$ cat config.mk
export PLATFORM = sky130hd
export DESIGN_NAME = hcbp_shift
export DESIGN_NICKNAME = d
export VERILOG_FILES = /design/src/hw/rtl/hcbp_pkg.sv /design/src/hw/rtl/hcbp_shift.sv
export SDC_FILE = /design/constraint.sdc
export NUM_CORES = 1
export LEC_CHECK = 0
export ABC_AREA = 1
export BUFFER_PORTS_ARGS = -buffer_cell sky130_fd_sc_hd__buf_2
export CAP_MARGIN = 20
export CORE_UTILIZATION = 52
export DETAILED_ROUTE_END_ITERATION = 10
export PLACE_DENSITY = 0.84
export SETUP_SLACK_MARGIN = 0.05
export SLEW_MARGIN = 20
export SYNTH_ARGS = -nofsm -noshare
export SYNTH_HDL_FRONTEND = slang
export SYNTH_SLANG_ARGS = --single-unit
$ cat constraint.sdc
create_clock -name vclk -period 1.54
set_input_delay 0.231 -clock vclk [all_inputs]
set_output_delay 0.231 -clock vclk [all_outputs]
set_load 0.05 [all_outputs]
$ cat src/hw/rtl/hcbp_pkg.sv
// ---------------------------------------------------------------------------
// hcbp_pkg
// Shared constants for the code bit packer: table geometry, code widths,
// group size and operation codes.
// ---------------------------------------------------------------------------
package hcbp_pkg;

    localparam int SYMBOL_COUNT = 256;
    localparam int SYM_AW       = (SYMBOL_COUNT > 1) ? $clog2(SYMBOL_COUNT) : 1;
    localparam int MAX_CODE_LEN = 32;
    localparam int WORD_BITS    = 32;
    localparam int LEN_CAP      = (MAX_CODE_LEN < WORD_BITS) ? MAX_CODE_LEN : WORD_BITS;
    localparam int LEN_W        = 6;
    localparam int SHAMT_W      = $clog2(WORD_BITS) + 1;
    localparam int GROUP_BITS   = 7;
    localparam int USED_W       = 3;
    localparam int ENTRY_W      = LEN_W + WORD_BITS;

    localparam logic [1:0] OP_LOAD   = 2'd0;
    localparam logic [1:0] OP_ENCODE = 2'd1;
    localparam logic [1:0] OP_FINISH = 2'd2;

    localparam logic [7:0] FINAL_MARK = 8'h80;

endpackage

$ cat src/hw/rtl/hcbp_shift.sv
// ---------------------------------------------------------------------------
// hcbp_shift
// Shared left barrel shifter: aligns a code word to the top and consumes
// the bits that each packing step has placed.
// ---------------------------------------------------------------------------
module hcbp_shift (
    input  logic [hcbp_pkg::WORD_BITS-1:0] din,
    input  logic [hcbp_pkg::SHAMT_W-1:0]   amt,
    output logic [hcbp_pkg::WORD_BITS-1:0] dout
);

    import hcbp_pkg::*;

    always_comb
    begin
        if (amt >= SHAMT_W'(WORD_BITS))
        begin
            dout = '0;
        end
        else
        begin
            dout = din << amt;
        end
    end

endmodule

==> results of run 1 <==
## synthesized netlist by cell type (2+ instances only)
cell type	count	area share, %
nor2_1	31	6.6
buf_4	2	0.85
a21oi_1	5	1.4
inv_2	3	0.64
nand2_1	158	33
inv_1	9	1.9
nand4_1	2	0.71
nor2_2	2	0.71
nand2_2	2	0.71
o211ai_1	4	1.7
o21ai_0	3	0.85
nand3_1	142	40
clkbuf_1	6	1.3
buf_6	5	3.2
buf_2	13	3.7
## logic make-up after synthesis
| family | Yosys count | synth area share [%] |
|---|---|---|
| simple gates | 337 | 82.3 |
| buf+inv | 42 | 13.4 |
| compound gates | 13 | 4.24 |
## per-stage QoR
step / TNS (ns) / util (%) / instance area, sq um / std cells
3_5_place_dp: -6.27 / 77.8 / 2450 / 508
2_1_floorplan: -1.68 / - / 1890 / 392
3_3_place_gp: -5.60 / 77.8 / 2450 / 508
==> flow_summary.toml, run 1 <==
[synth]
yosysSeqAreaShare_pct = 0
ys.warnings.count = 0
syn_avg_cell_area_sq_um = 4.52
syn_nets = 430
netlist_area_sq_um = 1770
synth.distinct_cells = 20
synth_cells = 392

[placed_design]
dp_slack_ns = -0.281
place_hpwl_microns = 5300
gp_congestion = 0.952
io_buffers = 70

[clock_tree]
cts_setup_buffers = 1
hold_buffers = 0
cts_resized = 139

[floorplanning]
die_x_microns = 60.4
start_util_pct = 56.2
die_y_microns = 60.4
io_pins = 70
rows = 20

[status]
lastStage = "clock tree synthesis"
firstError = "[ERROR DPL-0033] detailed placement checks failed during check placement."
status = "stopped before the end"
==> run 2, diff against run 1 <==
CORE_UTILIZATION = 38   (was 52)
PLACE_DENSITY = default   (was 0.84)
PLACE_DENSITY_LB_ADDON = 0.15   (was default)
SETUP_SLACK_MARGIN = default   (was 0.05)
==> run 2 against run 1 <==
The flow now finishes, with violations (negative setup slack); synthesized cell count stayed put; area after synthesis unchanged.
==> flow_summary.toml, run 2 <==
[floorplanning]
start_util_pct = 40.1
die_y_microns = 70.3
die_area_sq_um = 4940
core_area_sq_um = 4410
rows = 24
die_x_microns = 70.3
io_pins = 70

[synth]
synthTopCellsByCount = "158 x nand2_1, 142 x nand3_1, 31 x nor2_1"
syn_avg_cell_area_sq_um = 4.52
yosysMostFrequentCell = "nand2_1"
synthTopCellsByArea = "nand3_1 40%, nand2_1 33%, nor2_1 6.6%, buf_2 3.7%, buf_6 3.2%"
synth.distinct_cells = 20
yosysSeqAreaShare_pct = 0
synth_top_area_cell = "nand3_1"
yosys.area.top_type_share_pct = 40.1
synth_cells = 392
syn_nets = 430
ys.warnings.count = 0
netlist_area_sq_um = 1770

[cells_and_area]
area_growth_syn_to_layout_pct = 106
fin_area_sq_um = 3640
drive_above_1_share_pct = 58.4
n_antenna_cell = 0
fin_cells = 537
final_cell_mix = "100 x nand2_1, 80 x nand3_1, 59 x nand3_2, 52 x nand2_2, 36 x buf_2"
n_sequential_cell = 0
n_clock_buffer = 0
final_common_cell = "nand2_1"
fin_nets = 525
layout.area.seq_sq_um = 0
utilization_pct = 82.5

[sta]
fin_crit_ns = 1.73
fin_ws_ns = -0.189
finalMaxSlewViolations = 0
slew_headroom_pct = 73.6
fin_hold_ws_ns = 0.923
finalCritPeriodShare_pct = 112
rsz0062_at_grt = "true"
fmax_ghz = 0.578
finalSetupTns_ns = -1.18
tightestPinTransition_ns = 0.396
setup_viol = 25
final-hold-violation-count = 0

[detailed_routing]
viasPerCell = 6.38
drt_wl_total_microns = 9450
drtIter0Drc = 339
drc = 0
drtAntennaViolNets = 0
drt-wirelength-per-cell_microns = 17.6
drtPass1Iterations = 6
dr_total_vias = 3428

[global_routing]
grt-ovfl-total = 0
grt_start_max_net_pins = 21
grt_pass1_wl_microns = 12400
grt_usage_pct = 29.8
antenna_found_initial = 0
grt_pass1_vias = 2875

[critical_path]
crit_path_start_kind = "primary input"
cp-end-kind = "primary output"
arrival_ns = 1.50
path_max_fanout = 11
crit_type = "in2out"
crit_required_ns = 1.31

[power_and_ir_drop]
leakage_nw = 1.79
ir_drop_uv = 224
power_density_nw_per_um2 = 391
fin_total_pwr_mw = 1.42

[status]
violations = "negative setup slack"
status = "finished, violations left"

[placed_design]
io_buffers = 70
gp_congestion = 0.981
placed_cells = 528
dpl-instance-area_sq_um = 2510
place_hpwl_microns = 5450
dp_slack_ns = -0.338

[run]
max_cap_viol_count = 0

[worst_hold_path]
min_path_type = "in2out"
## run 2: timing repair
action,in CTS,in global routing
gates resized for setup,141,118
hold buffers,0,0
pin swaps,15,37
hold endpoints to repair,0,0
gates cloned,3,5
buffers inserted,0,1
endpoints found under the setup margin,32,31
## run 2: critical path: stages
cell	delay, ns
buf_16	0.13
inv_6	0.11
nand2_1	0.09
nand3_1	0.11
nand2_1	0.08
nand2_1	0.09
nand2_2	0.09
nand2_1	0.11
nand3_1	0.10
nand2_1	0.16
buf_6	0.19
## run 2: report_power, final
group	switching (mW)	internal, mW
logic	0.878	0.547
registers	0	0
clock network	0	0
## run 2: metal layers
layer	GRT usage, %	wire length [microns]
met5	0	0
met3	1.88	809
met2	54.6	4610
met1	36.0	3280
met4	10.4	750
## run 2: final timing paths
path | start | endpoint | slack (ns) | cells after the start
worst max-delay path | amt[0] | dout[28] | -0.19 | 11
worst min-delay path | amt[4] | dout[17] | 0.92 | 5
## run 2: layout make-up
type | instances | area, sq um
fill | 284 | 774
inverter | 14 | 80.1
multi-input combinational | 350 | 2240
tap | 52 | 65.1
timing repair buffer | 120 | 1240
timing repair inverter | 1 | 8.76
## run 2: kinds of logic after synthesis
| family | after synthesis | synth area share, % |
|---|---|---|
| buffers and inverters | 42 | 13.4 |
| AOI/OAI and AO/OA | 13 | 4.24 |
| and+or+nand+nor | 337 | 82.3 |
Note: power is estimated with default switching activity, not from simulation.
==> run 3, diff against run 2 <==
==> constraint.sdc (replaced) <==
create_clock -name vclk -period 1.54
set_input_delay 0.154 -clock vclk [all_inputs]
set_output_delay 0.154 -clock vclk [all_outputs]
set_load 0.05 [all_outputs]
==> run 3 against run 2 <==
Flip-flop and latch count unchanged; the run now ends clean; via count decreased by 14%; critical path type unchanged; sequential share of layout area unchanged.
==> flow_summary.toml, run 3 (synthesis gave the netlist of run 2 again) <==
[floorplanning]
start_util_pct = 40.1
core_area_sq_um = 4410
die_x_microns = 70.3
die_y_microns = 70.3
rows = 24
io_pins = 70
die_area_sq_um = 4940

[critical_path]
path_max_fanout = 11
crit_path_start_kind = "primary input"
crit_required_ns = 1.39
arrival_ns = 1.36
crit_type = "in2out"
cp-end-kind = "primary output"

[placed_design]
place_hpwl_microns = 5250
io_buffers = 70
dp_slack_ns = -0.111
gp_congestion = 0.933

[detailed_routing]
drt_wl_total_microns = 7280
drt-wirelength-per-cell_microns = 14.3
dr_total_vias = 2947
viasPerCell = 5.78
drtIter0Drc = 318
drtAntennaViolNets = 0
drc = 0
drtPass1Iterations = 5

[power_and_ir_drop]
ir_drop_uv = 199
power_density_nw_per_um2 = 400
leakage_nw = 1.47

[sta]
fin_ws_ns = 0.0219
tightestPinTransition_ns = 0.347
fin_hold_ws_ns = 0.781
setup_viol = 0
rsz0062_at_grt = "true"
slew_headroom_pct = 76.9
fmax_ghz = 0.659
final-hold-violation-count = 0
finalMaxSlewViolations = 0
finalSetupTns_ns = 0
fin_crit_ns = 1.52
finalCritPeriodShare_pct = 98.6

[cells_and_area]
area_growth_syn_to_layout_pct = 53.5
n_clock_buffer = 0
n_antenna_cell = 0
multi_input_area_sq_um = 1810
final_common_cell = "nand2_1"
n_sequential_cell = 0
layout.area.seq_sq_um = 0
final_cell_mix = "142 x nand2_1, 101 x nand3_1, 43 x buf_2, 41 x nand3_2, 23 x nor2_1"
drive_above_1_share_pct = 36.9
n_fill_cell = 460
fin_nets = 498

[global_routing]
grt_pass1_wl_microns = 11000
grt_usage_pct = 26.5
grt_pass1_vias = 2511
antenna_found_initial = 0
grt_start_max_net_pins = 36
grt-ovfl-total = 0

[worst_hold_path]
min_path_type = "in2out"
min-delay-start = "amt[5]"
hold_end = "dout[18]"
hold_depth = 5

[clock_tree]
hold_buffers = 0
cts_setup_buffers = 0

[status]
status = "completed"

[run]
max_cap_viol_count = 0
[run 3: cell types whose count changed in the layout (fill, tap and decap cells not counted), sizes merged]
| cell | change |
|---|---|
| clkinv | +1 |
| buf | -28 |
| clkbuf | +2 |
| inv | -2 |
[run 3: metal layers]
metal	track usage, %	part of all wire (%)	up-vias
met5	0	0	-
met2	46.8	49	145
met3	0	6.5	35
met1	34.5	39	1328
met4	9.56	4.9	0
li1	-	-	1439
[run 3: how the worst max path moves through the flow]
| stage | from | end | slack [ns] | cells after the start |
|---|---|---|---|---|
| 6_report | amt[0] | dout[19] | 0.02 | 12 |
| 5_1_grt | amt[0] | dout[19] | -0.05 | 12 |
| 4_1_cts | amt[0] | dout[12] | -0.003 | 12 |
| 3_5_place_dp | amt[0] | dout[22] | -0.11 | 12 |
| 3_3_place_gp | amt[0] | dout[22] | -0.12 | 12 |
| 2_1_floorplan | amt[5] | dout[10] | -0.13 | 5 |
[run 3: repair_timing]
item / CTS / global route
gates cloned: 0 / 2
pin swaps: 0 / 3
setup endpoints to repair: 25 / 28
resized for setup: 22 / 96
[run 3: area by class of cell]
type,count,share of cell area [%]
Multi-Input combinational cell,350,66.4
Timing Repair Buffer,94,28.6
Inverter,14,2.58
Tap cell,52,2.39
[run 3: report_power, final]
group / switching, mW / internal, mW / total (mW) / leakage [nW]
Clock: 0 / 0 / 0 / 0
Combinational: 0.702 / 0.384 / 1.09 / 1.47
Sequential: 0 / 0 / 0 / 0
[run 3: metrics by stage]
step | cells | cell area [sq um] | utilization, % | power [mW]
2_1_floorplan | 392 | 1780 | - | 0.663
3_3_place_gp | 508 | 2250 | 51.0 | 0.907
3_5_place_dp | 508 | 2250 | 51.0 | 0.909
4_1_cts | 508 | 2310 | 52.4 | 0.941
5_1_grt | 510 | 2720 | 61.6 | 1.18
6_report | 510 | 2720 | 61.6 | 1.09
[run 3: critical path, cell delays in order]
cell and delay, ns:
buf_12 0.12, clkinv_8 0.08, buf_4 0.16, nand2_2 0.07, nand3_1 0.10, nand3_1 0.11, nand2_1 0.10, nand2_1 0.08
nand3_1 0.12, nand2_1 0.08, inv_1 0.04, buf_6 0.14
