**src/hw/rtl/hcbp_ram.sv**
```systemverilog
// ---------------------------------------------------------------------------
// hcbp_ram
// Generic single-write, single-read RAM with registered read data.
// ---------------------------------------------------------------------------
module hcbp_ram #(
    parameter int WIDTH = 8,
    parameter int DEPTH = 16
) (
    input  logic                                          clk,
    input  logic                                          we,
    input  logic [((DEPTH > 1) ? $clog2(DEPTH) : 1)-1:0] waddr,
    input  logic [WIDTH-1:0]                              wdata,
    input  logic [((DEPTH > 1) ? $clog2(DEPTH) : 1)-1:0] raddr,
    output logic [WIDTH-1:0]                              rdata
);

    logic [WIDTH-1:0] mem [DEPTH];

    always_ff @(posedge clk)
    begin
        if (we)
        begin
            mem[waddr] <= wdata;
        end
        rdata <= mem[raddr];
    end

endmodule

```
**config.mk**
```make
export PLATFORM = sky130hd
export DESIGN_NAME = hcbp_ram
export DESIGN_NICKNAME = d
export VERILOG_FILES = /design/src/hw/rtl/hcbp_ram.sv
export SDC_FILE = /design/constraint.sdc
export NUM_CORES = 1
export LEC_CHECK = 0
export BUFFER_PORTS_ARGS = -buffer_cell sky130_fd_sc_hd__buf_2
export CAP_MARGIN = 20
export CELL_PAD_IN_SITES_DETAIL_PLACEMENT = 1
export CELL_PAD_IN_SITES_GLOBAL_PLACEMENT = 1
export CORE_MARGIN = 5
export CORE_UTILIZATION = 45
export DETAILED_ROUTE_END_ITERATION = 10
export GPL_TIMING_DRIVEN = 0
export PLACE_DENSITY_LB_ADDON = 0.2
export SETUP_SLACK_MARGIN = 0.4
export SLEW_MARGIN = 20
export SYNTH_ARGS = -nofsm -noshare
export SYNTH_HDL_FRONTEND = slang
export SYNTH_SLANG_ARGS = --single-unit
```
**constraint.sdc**
```tcl
create_clock -name clk -period 1.8 [get_ports clk]
set_clock_uncertainty 0.15 [all_clocks]
set_input_delay 0.27 -clock clk [delete_from_list [all_inputs] [get_ports clk]]
set_output_delay 0.27 -clock clk [all_outputs]
set_load 0.005 [all_outputs]
```
* Yosys cells after proc, flatten, opt, wreduce, memory -nomap -nowiden
Memories as Yosys holds them, arrays and structs flattened. A register that Yosys moved wholly into a read port is not among the register bits.
Index checks and enable logic that the tools add are counted.
** Storage, ports and cells
- Memories kept :: 1
- Input bits :: 18
- Bits in registers :: 0
- Logic and storage cells :: 3
- Bits in writable memories :: 128
- Output and inout bits :: 8
** Cells by class
- Muxes and demuxes :: 2
** Memories
- mem :: depth 16, width 8, read ports 1, clocked after memory_dff 1, wr ports 1, RTL line 17 : logic [WIDTH-1:0] mem [DEPTH];
** Operators by type and width (number)
- $mux W1 :: 2

* Logic depth before layout (Yosys ltp)
Gate-level depths: netlist of the first run.
- Depth in word-level cells :: 2
- Gate-level depth with buffers :: 5
- Mapped depth without buffers :: 3

* Least setup slack after synthesis of the first run
OpenSTA, ideal clock, no wires.
- Kind :: input -> register
- Start :: in waddr[2] (netlist name)
- End :: mem mem[0][0], enable pin
- Arrival :: 1380 ps
- Data required time :: 1267 ps
- Library setup time :: 383 ps
- Stages :: 2
- Path buffers :: 0
- Setup slack :: -113 ps
- Cells stage by stage :: or3b_2 > nor3_1
** RTL lines
- start, declared :: RTL line 11 : input logic [((DEPTH > 1) ? $clog2(DEPTH) : 1)-1:0] waddr,
- end, declared :: RTL line 17
No word-level cell before the write port.

==> metrics.md, run 1 <==
| Metric | Value |
|---|---|
| Multi-input gate area | roughly 1200 µm² |
| Die area | 13700 µm² |
| Slew headroom | 0.463 |
| Critical path launch point type | register |
| Max cap viols | 0 |
| CP arrival | around 1600 ps |
| I/O Pins | 26 |
| Pre-Repair DR Iteration Count | 5 |
| Core Footprint | 11300 µm² |
| Peak supply drop | ~750 µV |
| Cell variety after synth | 19 |
| Port Buffers | 24 |
| Origin of the critical flop-to-flop path | mem[15][5]$_DFFE_PP_ |
| Vias per std cell | about 5.5 |
| Antenna Cells | 0 |
| XOR/XNOR Fraction of Synth Area | 0 |
| Drt total wl | 10600 µm |
| # H-tree levels | 4 |
| Hold/Removal Path Class | primary input to register |
| P per Cell Area | 1260 nW/µm² |
| Initial antenna violation count | 0 |
| Worst hold path endpoint | mem[15][6]$_DFFE_PP_ |
| Chip Height | roughly 120 µm |
| Status | finished, final reports clean |
| Clk_lat worst skew | between 400 and 500 ps |
| CP Capture Type | register |
| Mapped Nets | around 250 |
| Register area share after synthesis | 0.778 |
| TritonCTS clock tree | built |
| Register-to-Register Path Depth | 3 |
| Final number of max-transition violations | 0 |
| Global-route wire length before repair | 16100 µm |
| GPL Wtd Cong | between 0.7 and 0.8 |
| Largest family of logic cells by synthesized area | multiplexers |
| Fin crit share | 0.811 |
| Largest net degree at the start of global routing | 17 |
| Setup WS post-layout | roughly 340 ps |
| Initial DRC Count | 120 |
| Hold Path Depth | 1 |
| LEAKAGE | 2.05 nW |
| Starting Density | 0.455 |
| Hold buffer count at cts | 0 |
| NumNets Final | 291 |
| Final ANT Viol Nets | 0 |
| Cell Rows | 39 |
| Die Wd | approximately 120 µm |
| CTS Buf Count | 17 |
| R2R setup slack | approximately 340 ps |
| Post-synthesis cell area | between 5000 and 6000 µm² |
| Clock transition at path regs | around 60 ps |
| DR WL met3 | 409 µm |
| Clock Tree Buf Depth | 2 |
| GRT Total Usage | 0.174 |
| Layout overhead on the synthesized area | 21.8% |
| Mux share of post-synthesis cell area | 0.150 |
| R2R Path End | rdata[5]$_DFF_P_ |
| Clk sinks | between 100 and 150 |
| Worst hold path startpoint | wdata[6] |
| Adder-Cell Fraction of Synth Area | 0 |
| Grt ovf | 0 |
| Met1 wire length | about 4800 µm |
| Fillers | between 900 and 1000 |
| Crit-path max FO | 1 |
| Ys Warns | 0 |
| Worst-margin pin slew | about 800 ps |
| WS Path Type | register to register |
| WL per Instance | around 25 µm |
| Fmax | 685 MHz |
| DP HPWL | approximately 6800 µm |
| Synth Register Bits | between 100 and 150 |
| Routed vias | 2339 |
| Vias in the first global route | around 2500 |
| Compound-gate portion of the synthesized area | 0.0233 |
| DRC viols | 0 |
| RSZ-0062 raised after global routing | yes |
| Storage cell area | 4000 µm² |
| Met2 WL | between 5000 and 6000 µm |
| Uppermost routed layer | met4 |
| WHS | about 110 ps |
| Fin. Hold Viols | 0 |
| Cells after Synth | approximately 230 |
| # setup viols final | 0 |
| Mapped Avg Cell Area | between 20 and 25 µm² |
| Clock tree root driver cell | clkbuf_16 |
| Min Tclk post-route | 1460 ps |
| CP required | 1940 ps |
| Simple-Gate Fraction of Synth Area | 0.0318 |
| Share of cells above drive strength 1 | 0.437 |
| Dpl ws | -123 ps |
-- cell usage in the layout (no fill, tap or decap), types with 2 or more instances in the layout --
master             n
edfxtp_1         128
mux4_2            31
buf_2             27
clkbuf_16         17
a22oi_2           10
nand2_1            9
nor2_2             9
dfxtp_1            8
a22oi_1            6
bufinv_16          6
buf_12             4
nor3_4             4
clkinv_2           4
clkdlybuf4s25_2    3
nor2_4             3
nand3b_1           2
nand2b_1           2
clkinvlp_4         2
clkbuf_8           2
-- stage by stage --
stage / instance area [µm²] / setup TNS [ps] / power [mW] / utilization / cells
global placement: 5480 / -6480 / 3.98 / 0.484 / 396
global route: 6270 / 0 / 8.13 / 0.554 / 429
CTS: 6230 / 0 / 7.94 / 0.550 / 428
detailed placement: 5480 / -6530 / 3.99 / 0.484 / 396
finish: 6270 / 0 / 7.88 / 0.554 / 429
floorplan: 5180 / 0 / 3.83 / - / 229
-- metal layers --
layer  track usage  up-vias
met5             0        -
met4        0.0711        0
met3        0.0427       11
met2         0.262       51
met1         0.246     1223
li1              -     1054
-- report_power, final --
part,leakage (nW),switching [mW],total [mW],internal [mW]
clock,0.329,1.27,3.93,2.66
combinational,0.501,0.224,0.388,0.164
sequential,1.22,0.0171,3.56,3.54
-- synth_stat cells, drive strengths merged --
| master | instances | area, µm² |
|---|---|---|
| buf | 7 | 56.3 |
| or3b | 1 | 8.76 |
| dfxtp | 8 | 160 |
| nor2b | 1 | 6.26 |
| nand2b | 2 | 12.5 |
| clkdlybuf4s25 | 3 | 30.0 |
| a22oi | 16 | 120 |
| and2b | 1 | 7.51 |
| mux4 | 32 | 773 |
| nor3 | 4 | 20.0 |
| and2 | 1 | 6.26 |
| nand3 | 1 | 5.00 |
| nand2 | 9 | 33.8 |
| nand3b | 2 | 15.0 |
| nor2 | 13 | 48.8 |
| edfxtp | 128 | 3840 |
-- flip-flops by register name, indices dropped and copies added, names as in the netlist --
name / flops
mem: 128
rdata: 8
-- logic make-up (layout without fill, tap and decap cells) --
logic type             after synthesis  count (layout)
buffers and inverters               10              67
and+or+nand+nor                     35              35
muxes                               32              32
DFF                                136             136
AOI/OAI and AO/OA                   16              16
-- worst max-delay path, cell delays in order, from the launching register on --
cell and delay, ps:
edfxtp_1 370, mux4_2 530, a22oi_2 190, nand2_1 100
-- layout make-up --
type,instances,area share
timing repair buffer,25,0.0223
multi-input combinational,83,0.184
tap,143,0.0285
sequential,136,0.638
clock buffer,19,0.0722
buffer,10,0.0192
clock inverter,13,0.0357
-- what timing repair did --
item / 4_1_cts / 5_1_grt
buffers inserted: 0 / 1
gates cloned: 0 / 0
endpoints found under the setup margin: 96 / 27
pin swaps: 3 / 1
gates resized for setup: 18 / 4
-- worst max-delay path by stage --
stage	from	endpoint	slack [ps]	cells past startpoint
floorplan	waddr[2]	mem[0][0]$_DFFE_PP_	250	2
CTS	mem[3][7]$_DFFE_PP_	rdata[7]$_DFF_P_	310	3
detailed placement	waddr[0]	mem[10][3]$_DFFE_PP_	-120	3
global placement	waddr[1]	mem[9][3]$_DFFE_PP_	-100	3
global route	mem[7][4]$_DFFE_PP_	rdata[4]$_DFF_P_	300	3
finish	mem[15][5]$_DFFE_PP_	rdata[5]$_DFF_P_	340	3
Power figures use the tool's default switching activity.
==> run 2: changes to the inputs <==
==> constraint.sdc (replaced) <==
create_clock -name clk -period 1.2 [get_ports clk]
set_clock_uncertainty 0.15 [all_clocks]
set_input_delay 0.18 -clock clk [delete_from_list [all_inputs] [get_ports clk]]
set_output_delay 0.18 -clock clk [all_outputs]
set_load 0.005 [all_outputs]
==> run 2 against run 1 <==
Net effect:
- the flow now finishes with violations (hold timing, setup timing)
- sequential power up 50%
- maximum frequency up 0.33%
- non-clock buffer count up 23
- sequential share of layout area down 3.2 points
- power up 33%
- clock power up 13%
- critical path depth unchanged
- core utilization up 2.9 points
- largest cell class unchanged
- combinational power up 74%
- count of clock-buffer cells in the layout up 3
- sequential cell count unchanged
- setup slack worse by 600 ps
==> metrics.md, run 2 (same netlist as run 1, synthesis figures left out) <==
| Metric | Value |
|---|---|
| Post-route setup TNS | -1730 ps |
| Commonest non-fill, non-tap cell in the layout | edfxtp_1 |
| Placed cell area | around 5600 µm² |
| Die Wd | about 120 µm |
| Antenna Cells | 0 |
| Sequential fraction of design power | 0.510 |
| CP arrival | 1590 ps |
| Final number of max-transition violations | 0 |
| Crit path from | mem[2][0]$_DFFE_PP_ |
| CP Capture Type | register |
| Largest net degree at the start of global routing | 17 |
| Clk sinks | approximately 140 |
| Clk_lat worst skew | around 420 ps |
| CP required | 1340 ps |
| GRT Total Usage | 0.185 |
| Vias in the first global route | ~2800 |
| R2R setup slack | -250 ps |
| DRC viols | 0 |
| NumNets Final | roughly 310 |
| # H-tree levels | 4 |
| Starting Density | 0.455 |
| Hold Path Depth | 1 |
| Routed vias | 2507 |
| Failing checks | hold timing, setup timing |
| Crit-path max FO | 1 |
| Die area | 13700 µm² |
| Slowest stage delay, CP | roughly 480 ps |
| Internal cell power | between 8 and 9 mW |
| Combinational share of power | 0.065 |
| P per Cell Area | 1590 nW/µm² |
| Clock tree root driver cell | clkbuf_16 |
| WS Path Type | register to register |
| Commonest cells after routing, fill and taps aside | edfxtp_1, mux4_2, buf_2 |
| Setup WS post-layout | -254 ps |
| Status | finished, violations left |
| R2R Path End | rdata[0]$_DFF_P_ |
| RSZ-0062 raised after global routing | yes |
| WHS | -1.27 ps |
| P_sw | 2.24 mW |
| Final ANT Viol Nets | 0 |
| Initial antenna violation count | 0 |
| Most flop-heavy register | mem |
| Cell Rows | 39 |
| Worst-margin pin slew | about 860 ps |
| Fmax | approximately 700 MHz |
| Min Tclk post-route | ~1500 ps |
| LEAKAGE | about 2.2 nW |
| Layout overhead on the synthesized area | 28.3% |
| Peak supply drop | between 1000 and 1500 µV |
| GPL Wtd Cong | around 0.70 |
| Fin crit share | 1.21 |
| Pre-Repair DR Iteration Count | 5 |
| Sw Ratio | 0.214 |
| Fillers | 971 |
| Port Buffers | 24 |
| DP HPWL | between 6000 and 7000 µm |
| Worst hold path startpoint | wdata[4] |
| CP Cell Sequence | mux4_2 > a22oi_2 > nand2_2 |
| TritonCTS clock tree | built |
| Crit path to | rdata[0]$_DFF_P_ |
| Largest regs | mem (128), rdata (8) |
| Tot Pwr | roughly 10 mW |
| Core Footprint | 11300 µm² |
| WL per Instance | around 25 µm |
| Drt total wl | between 10000 and 15000 µm |
| # setup viols final | 8 |
| Vias per std cell | around 5.5 |
| Max cap viols | 0 |
| Clock Tree Buf Depth | 2 |
| Design area | 6600 µm² |
| Fin. Hold Viols | 3 |
| Max reg flops | roughly 130 |
| Initial DRC Count | between 200 and 250 |
| CTS Buf Count | 17 |
| Grt ovf | 0 |
| Hold/Removal Path Class | primary input to register |
| Origin of the critical flop-to-flop path | mem[2][0]$_DFFE_PP_ |
| Clock Power Share | 0.425 |
| Clock transition at path regs | around 50 ps |
| Share of cells above drive strength 1 | 0.476 |
| Global-route wire length before repair | ~17000 µm |
| Register-to-Register Path Depth | 3 |
| Chip Height | about 120 µm |
| Critical Path Slowest Stage Cell | mux4_2 |
| Slew headroom | 0.425 |
| I/O Pins | 26 |
| Critical path launch point type | register |
## run 2: cell count changes in the layout (fill, tap and decap cells not counted), moves of 6 or more
cell       change
buf_12        +15
buf_2          -7
buf_6         +12
bufinv_16      -6
nor2_2         -9
nor2_4         +9
## run 2: layer usage
layer | track usage | routed length [µm]
met1 | 0.249 | 4820
met2 | 0.289 | 5630
met3 | 0.0560 | 545
met4 | 0.0688 | 197
met5 | 0 | 0
## run 2: critical path, delay by kind of cell, from the launching register on
family | cells | cell delay (ps)
DFF | 1 | 380
muxes | 1 | 480
and+or+nand+nor | 1 | 90
AOI/OAI and AO/OA | 1 | 230
## run 2: worst min-delay path by stage
stage | to | slack (ps)
final | mem[2][4]$_DFFE_PP_ | -1
after global routing | mem[0][3]$_DFFE_PP_ | 0.7
after CTS | mem[7][6]$_DFFE_PP_ | -20
after detailed placement | rdata[6] | 410
after global placement | rdata[7] | 410
after floorplan | mem[0][0]$_DFFE_PP_ | 130
## run 2: final cells by class
type / instances / area (µm²) / share of cell area
clock inverters: 10 / 56.3 / 0.00853
multi-input cells: 83 / 1220 / 0.185
plain buffers: 10 / 120 / 0.0182
repair buffers: 48 / 578 / 0.0875
flip-flops and latches: 136 / 4010 / 0.607
well taps: 143 / 179 / 0.0271
clock buffers: 22 / 444 / 0.0673
## run 2: what timing repair did
action                     4_1_cts  5_1_grt
cloned                           0        0
hold endpoints to repair        67        0
buffers inserted                24        0
resized for setup               31        8
setup endpoints to repair      144      142
pin swaps                       21       11
## run 2: power groups by stage
stage                     sequential, mW  combinational, mW  clock (mW)
final                               5.34              0.676        4.46
after global routing                5.35              0.734        4.79
after CTS                           5.34              0.669        4.52
after detailed placement            5.44              0.569           0
after global placement              5.43              0.557           0
after floorplan                     5.43              0.322           0
## run 2: per-stage QoR
step | util | worst slack (ps) | std cells
global placement | 0.492 | -646 | 396
CTS | 0.581 | -303 | 452
global route | 0.583 | -305 | 452
floorplan | - | -233 | 229
detailed placement | 0.492 | -668 | 396
finish | 0.583 | -254 | 452
==> run 3: changes to the inputs <==
--- a/config.mk
+++ b/config.mk
@@ -5,7 +5,7 @@
 export SDC_FILE = /design/constraint.sdc
 export NUM_CORES = 1
 export LEC_CHECK = 0
-export BUFFER_PORTS_ARGS = -buffer_cell sky130_fd_sc_hd__buf_2
+export BUFFER_PORTS_ARGS = -buffer_cell sky130_fd_sc_hd__buf_4
 export CAP_MARGIN = 20
 export CELL_PAD_IN_SITES_DETAIL_PLACEMENT = 1
 export CELL_PAD_IN_SITES_GLOBAL_PLACEMENT = 1
==> run 3 against run 2 <==
Net effect:
- via count decreased by 0.28%
- critical endpoint unchanged
- sequential power about the same
- cell area increased by 1.7%
- the run still ends with hold timing, setup timing left
- global-route usage decreased by 0.19 points
==> metrics.md, run 3 (same netlist as run 1, synthesis figures left out) <==
| Metric | Value |
|---|---|
| TritonCTS clock tree | built |
| Slew headroom | 0.316 |
| Worst path top cell family by delay | multiplexers |
| Die area | approximately 14000 µm² |
| Largest regs | mem (128), rdata (8) |
| CP required | ~1300 ps |
| Hold/Removal Path Class | primary input to register |
| Dpl ws | -684 ps |
| Share of cells above drive strength 1 | 0.487 |
| GRT Total Usage | 0.183 |
| Core Footprint | about 11000 µm² |
| Clk sinks | ~140 |
| CTS Buf Count | 17 |
| Worst path bufs/invs | 0 |
| Final ANT Viol Nets | 0 |
| Hold Path Depth | 1 |
| DP HPWL | a little under 7000 µm |
| Setup WS post-layout | -261 ps |
| Most flop-heavy register | mem |
| Top Usage Layer GRT | met2 |
| Clk_lat worst skew | approximately 420 ps |
| Critical Path Slowest Stage Cell | mux4_2 |
| Commonest non-fill, non-tap cell in the layout | edfxtp_1 |
| Status | finished, violations left |
| I/O Pins | 26 |
| Layout overhead on the synthesized area | 30.4% |
| Origin of the critical flop-to-flop path | mem[1][0]$_DFFE_PP_ |
| Worst-margin pin slew | between 1000 and 1500 ps |
| CP Capture Type | register |
| DRC viols | 0 |
| Cell Rows | 39 |
| Drt total wl | 11200 µm |
| GPL Wtd Cong | between 0.6 and 0.7 |
| Register-to-Register Path Depth | 3 |
| WL per Instance | 24.7 µm |
| LEAKAGE | approximately 2.2 nW |
| CP arrival | ~1600 ps |
| Max cap viols | 0 |
| P per Cell Area | approximately 1600 nW/µm² |
| R2R setup slack | -260 ps |
| Chip Height | around 120 µm |
| Starting Density | 0.455 |
| WHS | -83.4 ps |
| NumNets Final | between 300 and 400 |
| Fin. Hold Viols | 128 |
| Clock Tree Buf Depth | 2 |
| WS Path Type | register to register |
| RSZ-0062 raised after global routing | yes |
| Met2 usage | 0.287 |
| Final number of max-transition violations | 0 |
| R2R Path End | rdata[0]$_DFF_P_ |
| Critical path launch point type | register |
| Placed insts | 396 |
| Vias per std cell | between 5 and 6 |
| # H-tree levels | 4 |
| Largest net degree at the start of global routing | 17 |
| Pre-Repair DR Iteration Count | 4 |
| Peak supply drop | roughly 1200 µV |
| Global-route wire length before repair | between 15000 and 20000 µm |
| Slowest stage delay, CP | approximately 470 ps |
| Worst hold path endpoint | mem[2][5]$_DFFE_PP_ |
| Max reg flops | 128 |
| Clock tree root driver cell | clkbuf_16 |
| Grt ovf | 0 |
| Placed cell area | 5630 µm² |
| Routed vias | 2500 |
| Design area | roughly 6700 µm² |
| Antenna Cells | 0 |
| Port Buffers | 24 |
| Commonest cells after routing, fill and taps aside | edfxtp_1, mux4_2, buf_12 |
| Fin crit share | 1.22 |
| Fmax | between 600 and 700 MHz |
| # setup viols final | 8 |
| Initial DRC Count | slightly above 200 |
| Min Tclk post-route | approximately 1500 ps |
| Layout Cells excl Fill | around 450 |
| Met3 GRT Util | 0.0514 |
| Worst hold path startpoint | wdata[5] |
| CP Cell Sequence | mux4_2 > a22oi_2 > nand2_2 |
| Failing checks | hold timing, setup timing |
| Die Wd | ~120 µm |
| Vias in the first global route | about 2700 |
| Crit-path max FO | 1 |
| Met1 GRT Util | 0.246 |
| Initial antenna violation count | 0 |
| Clock transition at path regs | approximately 60 ps |
## run 3: worst max-delay path by stage
| stage | startpoint | endpoint | slack (ps) | cells after the start |
|---|---|---|---|---|
| 6_report | mem[1][0]$_DFFE_PP_ | rdata[0]$_DFF_P_ | -260 | 3 |
| 5_1_grt | mem[0][0]$_DFFE_PP_ | rdata[0]$_DFF_P_ | -290 | 3 |
| 4_1_cts | mem[0][0]$_DFFE_PP_ | rdata[0]$_DFF_P_ | -280 | 3 |
| 3_5_place_dp | waddr[2] | mem[0][3]$_DFFE_PP_ | -680 | 3 |
| 3_3_place_gp | waddr[2] | mem[0][1]$_DFFE_PP_ | -650 | 3 |
| 2_1_floorplan | waddr[2] | mem[0][0]$_DFFE_PP_ | -230 | 2 |
## run 3: repair_timing
item                       in CTS  in global routing
setup buffers                  22                  1
hold endpoints to repair      128                128
gates resized for setup        33                 11
setup endpoints to repair     144                128
pin swaps                      23                 13
## run 3: final cells by class
cell class / count / area [µm²]
Fill cell: 936 / 4610
Sequential cell: 136 / 4010
Multi-Input combinational cell: 83 / 1230
Timing Repair Buffer: 47 / 624
Clock buffer: 27 / 503
Tap cell: 143 / 179
Buffer: 10 / 120
Clock inverter: 5 / 48.8
## run 3: metrics by stage
stage / setup TNS (ps) / utilization / power (mW)
after floorplan: -12300 / - / 5.76
after global placement: -54140 / 0.498 / 6.02
after detailed placement: -56910 / 0.498 / 6.04
after CTS: -1760 / 0.588 / 10.9
after global routing: -2050 / 0.593 / 11.3
final: -1620 / 0.593 / 10.9
## run 3: worst reg2reg max path: cells and delay by family, from the launching register on
kind	cells	cell delay, ps
muxes	1	470
AOI/OAI and AO/OA	1	220
and+or+nand+nor	1	110
DFF	1	380
## run 3: power by group
group          internal [mW]  switching (mW)  total [mW]
Combinational          0.355           0.356       0.711
Clock                   3.05            1.78        4.84
Sequential              5.32          0.0328        5.35
## run 3: layer usage
metal | routed length (µm) | vias up
met1 | 4850 | 1317
met3 | 536 | 16
met4 | 178 | 0
met5 | 0 | -
li1 | - | 1097
met2 | 5590 | 70
